### src/rtl/acpp_pkg.sv
// Shared types and constants for the autocorrelation pitch period block.
// Holds the word formats of both channels, the register map and the
// command and status structs between the controller and the datapath.
package acpp_pkg;

    localparam int SAMPLE_W   = 16;
    localparam int PERIOD_W   = 11;
    localparam int LAG_W      = 12;
    localparam int MIN_LAG_W  = 11;
    localparam int MAX_LAG_W  = 12;
    localparam int THR_W      = 47;
    localparam int PROD_W     = 32;
    localparam int CFG_IDX_W  = 2;
    localparam int CFG_DATA_W = 47;

    // Lags at or above this value do not fit the period field.
    localparam int PERIOD_LIMIT = 2048;

    localparam logic [MIN_LAG_W-1:0] MIN_LAG_RST = 11'd30;
    localparam logic [MAX_LAG_W-1:0] MAX_LAG_RST = 12'd800;
    localparam logic [THR_W-1:0]     THR_RST     = 47'd10737418;

    localparam logic [CFG_IDX_W-1:0] CFG_MIN_LAG   = 2'd0;
    localparam logic [CFG_IDX_W-1:0] CFG_MAX_LAG   = 2'd1;
    localparam logic [CFG_IDX_W-1:0] CFG_THRESHOLD = 2'd2;

    typedef struct packed {
        logic signed [SAMPLE_W-1:0] sample;
        logic                       block_end;
    } in_word_t;

    typedef struct packed {
        logic [PERIOD_W-1:0] period;
        logic                updated;
    } out_word_t;

    typedef struct packed {
        logic clr_en;
        logic wr_en;
        logic search_start;
        logic load_n;
        logic load_a;
        logic load_b;
        logic mac_issue;
        logic lag_finish;
        logic result_load;
    } ctrl_cmd_t;

    typedef struct packed {
        logic clr_last;
        logic lag_ok;
        logic cnt_last;
        logic pipe_empty;
        logic out_free;
    } ctrl_stat_t;

endpackage

### src/rtl/acpp_ctrl.sv
// Sequencer for the pitch period block: memory clearing pass, sample
// intake, the per-lag correlation loop and the hand-off of the result.
// Depends on acpp_pkg for the command and status structs.
module acpp_ctrl (
    input  logic                 clk,
    input  logic                 rst_n,
    input  logic                 in_valid,
    input  logic                 in_block_end,
    output logic                 in_stall,
    input  acpp_pkg::ctrl_stat_t stat,
    output acpp_pkg::ctrl_cmd_t  cmd
);
    import acpp_pkg::*;

    typedef enum logic [7:0] {
        ST_CLEAR  = 8'b0000_0001,
        ST_IDLE   = 8'b0000_0010,
        ST_CHECK  = 8'b0000_0100,
        ST_SET_A  = 8'b0000_1000,
        ST_SET_B  = 8'b0001_0000,
        ST_RUN    = 8'b0010_0000,
        ST_DRAIN  = 8'b0100_0000,
        ST_RESULT = 8'b1000_0000
    } state_t;

    state_t state_reg;
    state_t state_next;

    always_ff @(posedge clk or negedge rst_n)
    begin
        if (!rst_n)
        begin
            state_reg <= ST_CLEAR;
        end
        else
        begin
            state_reg <= state_next;
        end
    end

    always_comb
    begin
        state_next = state_reg;
        cmd        = '0;
        unique case (state_reg)
            ST_CLEAR:
            begin
                cmd.clr_en = 1'b1;
                if (stat.clr_last)
                begin
                    state_next = ST_IDLE;
                end
            end
            ST_IDLE:
            begin
                if (in_valid)
                begin
                    cmd.wr_en = 1'b1;
                    if (in_block_end)
                    begin
                        cmd.search_start = 1'b1;
                        state_next       = ST_CHECK;
                    end
                end
            end
            ST_CHECK:
            begin
                cmd.load_n = 1'b1;
                state_next = stat.lag_ok ? ST_SET_A : ST_RESULT;
            end
            ST_SET_A:
            begin
                cmd.load_a = 1'b1;
                state_next = ST_SET_B;
            end
            ST_SET_B:
            begin
                cmd.load_b = 1'b1;
                state_next = ST_RUN;
            end
            ST_RUN:
            begin
                cmd.mac_issue = 1'b1;
                if (stat.cnt_last)
                begin
                    state_next = ST_DRAIN;
                end
            end
            ST_DRAIN:
            begin
                // Wait for the last products to reach the accumulator.
                if (stat.pipe_empty)
                begin
                    cmd.lag_finish = 1'b1;
                    state_next     = ST_CHECK;
                end
            end
            ST_RESULT:
            begin
                if (stat.out_free)
                begin
                    cmd.result_load = 1'b1;
                    state_next      = ST_IDLE;
                end
            end
            default:
            begin
                state_next = ST_CLEAR;
            end
        endcase
    end

    assign in_stall = (state_reg != ST_IDLE);

endmodule

### config.mk
export PLATFORM = sky130hd
export DESIGN_NAME = acpp_ctrl
export DESIGN_NICKNAME = d
export VERILOG_FILES = /design/src/rtl/acpp_pkg.sv /design/src/rtl/acpp_ctrl.sv
export SDC_FILE = /design/constraint.sdc
export NUM_CORES = 1
export LEC_CHECK = 0
export ABC_AREA = 1
export BUFFER_PORTS_ARGS = -buffer_cell sky130_fd_sc_hd__buf_2
export CORE_MARGIN = 2
export CORE_UTILIZATION = 40
export CTS_BUF_LIST = sky130_fd_sc_hd__clkbuf_2
export CTS_CLUSTER_SIZE = 28
export DETAILED_ROUTE_END_ITERATION = 7
export HOLD_SLACK_MARGIN = 0.03
export PLACE_DENSITY = 0.7
export SYNTH_ARGS = -nofsm -noshare
export SYNTH_HDL_FRONTEND = slang
export SYNTH_SLANG_ARGS = --single-unit
### constraint.sdc
create_clock -name clk -period 1.4 [get_ports clk]
set_clock_uncertainty 0.1 [all_clocks]
set_input_delay 0.28 -clock clk [delete_from_list [all_inputs] [get_ports clk]]
set_output_delay 0.28 -clock clk [all_outputs]
set_load 0.05 [all_outputs]
==> results.yml <==
sta:
  timing_worst_slew_pin_value_ps: 211
  worst_slack_ps: -367
  finalCriticalPeriod_ps: 1770
  finalHoldViolCount: 0
  final-setup-viol-count: 16
  final.hold.worst_slack_ps: 118
  min_period_over_period_pct: 126
  rsz0062_at_grt: "yes"
  final.setup.tns_ps: -3990
  final_max_slew_viol_count: 0
  timing.max_slew.rel_slack_pct: 85.9
  maximum_achievable_frequency_ghz: 0.566
synthesis:
  post_synth_inst_count: 90
  ys_seq_elements: 8
  yosys_warnings: 0
  mappedNetlistArea_um2: 603
  post_synth.cell_area_avg_um2: 6.70
  ys_seq_area_share_pct: 33.4
  syn_nets: 99
  synth_cell_types: 15
global_route:
  grt_usage_pct: 28.4
  antenna_found_initial: 0
  grt_overflow: 0
  grt_first_pass_wirelength_um: 3790
  pin_count_of_the_biggest_net_entering_global_routing: 9
  vias_in_the_first_global_route: 856
critical_path:
  rrSetupSlack_ps: -180
  path_buf_inv: 3
  critical_path.max_stage_delay_ps: 420
  worstPathMaxFanout: 4
  worst_setup_path_start_kind: "flop"
  cp.arrival_ps: 1390
  r2r_cells: 10
  timing_worst_setup_path_type: "reg -> out"
  cp_data_required_time_ps: 1020
  setup.worst_path.end: "cmd[5]"
  timing.critical_path.from: "state_reg[4]"
  critical_path.slowest_cell: "sky130_fd_sc_hd__dfrtp_1"
  r2r_start: "state_reg[0]"
  crit_family: "flip-flops"
  regToRegEndpoint: "state_reg[2]"
  crit_chain: "inv_2, nand2_4, nor2_4, nand3_2, clkinvlp_4, buf_8"
  critical_path_depth: 6
  timing.critical_path.to_type: "primary output"
clock_tree:
  clk_transition_reported_paths_ps: 90
  tritoncts: "yes"
  buffer_levels_on_the_longest_clock_path: 2
  htree_num_levels: 1
  clock-sinks: 8
  cts-buffers-inserted: 3
  clock_insertion_delay_worst_skew_ps: 250
  clk_root_buffer_cell: "sky130_fd_sc_hd__clkbuf_2"
route:
  routed-via-count: 798
  dr.first_iter.drc_count: 20
  route.detailed.vias_per_inst: 5.05
  antenna_left: 0
  drt_first_pass_iters: 4
  drc: 0
  finalWirelength_um: 2500
  route.detailed.wl_per_inst_um: 15.8
floorplan:
  coreArea_mm2: 0.00145
  fp.dieArea_mm2: 0.00183
  die_h_um: 42.8
  io_pins: 19
  die_w_um: 42.8
  rows: 14
  initial_utilization_pct: 41.5
final_layout:
  layout-drive-gt1-share_pct: 76.1
  postLayoutCoreUtil_pct: 86.7
  diodes: 0
  nets: 152
  finish.instance_area_mm2: 0.00126
  fillers: 66
  syn_to_final_growth_pct: 109
  largest_register_ffs: 8
place:
  dp_hpwl_um: 1400
  buffers_on_ports: 18
  area_of_placed_instances_um2: 925
  routabilityCongestion: 0.817
flow_run:
  drv.max_cap_violation_count: 0
power:
  power_leakage_nw: 0.640
  vdd_ir_drop_max_v: 0.00127
  power-per-cell-area_mw_per_mm2: 1450
status:
  violations: "negative setup slack"
  outcome: "finished, violations left"
hold_path:
  hold_class: "in -> reg"
==> layout make-up <==
| type | instances | area (µm²) | share of cell area [%] |
|---|---|---|---|
| Multi-Input combinational cell | 58 | 492 | 39.0 |
| Clock buffer | 4 | 20.0 | 1.59 |
| Inverter | 24 | 100 | 7.94 |
| Tap cell | 16 | 20.0 | 1.59 |
| Sequential cell | 8 | 204 | 16.2 |
| Timing Repair Buffer | 48 | 425 | 33.7 |
==> metal layers <==
layer  part of all wire [%]  global-route usage [%]  vias up
met1                     35                    30.3      385
met4                    4.6                    13.8        0
met5                      0                       0        -
li1                       -                       -      369
met3                    4.0                    7.66       12
met2                     56                    50.6       32
==> repair_timing <==
action / 4_1_cts / 5_1_grt
endpoints found under the setup margin: 14 / 16
pin swaps: 9 / 16
hold endpoints to repair: 8 / 0
hold buffers: 1 / 0
gates resized for setup: 45 / 20
buffers inserted: 5 / 6
==> synth_stat cells, drive strengths merged <==
cell | n | area share, %
dfrtp | 7 | 29
dfstp | 1 | 4.4
inv | 24 | 15
nand2 | 21 | 15
nand3 | 10 | 12
nand4 | 1 | 2.1
nor2 | 25 | 21
o21ai | 1 | 0.83
==> kinds of logic after synthesis <==
| logic type | count (synthesis) | synth area share [%] |
|---|---|---|
| AO/OA/AOI/OAI | 1 | 0.829 |
| buffers and inverters | 24 | 14.9 |
| flip-flops | 8 | 33.4 |
| AND/OR/NAND/NOR | 57 | 50.8 |
==> worst min-delay path by stage <==
stage / from / end / cells after the start
6_report: stat[3] / state_reg[7] / 2
2_1_floorplan: rst_n / state_reg[1] / 0
3_3_place_gp: rst_n / state_reg[1] / 1
3_5_place_dp: rst_n / state_reg[1] / 1
5_1_grt: stat[3] / state_reg[7] / 2
4_1_cts: stat[3] / state_reg[7] / 2
==> placed cells by master, fill, tap and decap left out, drive strengths merged <==
cell type / count
inv: 22
clkbuf: 4
nand2: 21
nand3: 10
clkinvlp: 2
nor2: 25
dfrtp: 7
dfstp: 1
nand4: 1
dlygate4sd3: 1
o21ai: 1
buf: 47
==> through the flow <==
| step | worst slack, ps | power, W | cells |
|---|---|---|---|
| after global routing | -435 | 0.00192 | 158 |
| after floorplan | -199 | 0.000951 | 90 |
| after global placement | -161 | 0.00123 | 143 |
| after detailed placement | -191 | 0.00126 | 143 |
| after CTS | -346 | 0.00170 | 153 |
| final | -367 | 0.00183 | 158 |
==> power by group <==
group          switching [W]  internal (W)  total (W)
combinational       0.000736      0.000588    0.00132
sequential         0.0000544      0.000287   0.000342
clock              0.0000851     0.0000759   0.000161
total               0.000876      0.000951    0.00183
(Power assumes the default switching activity.)
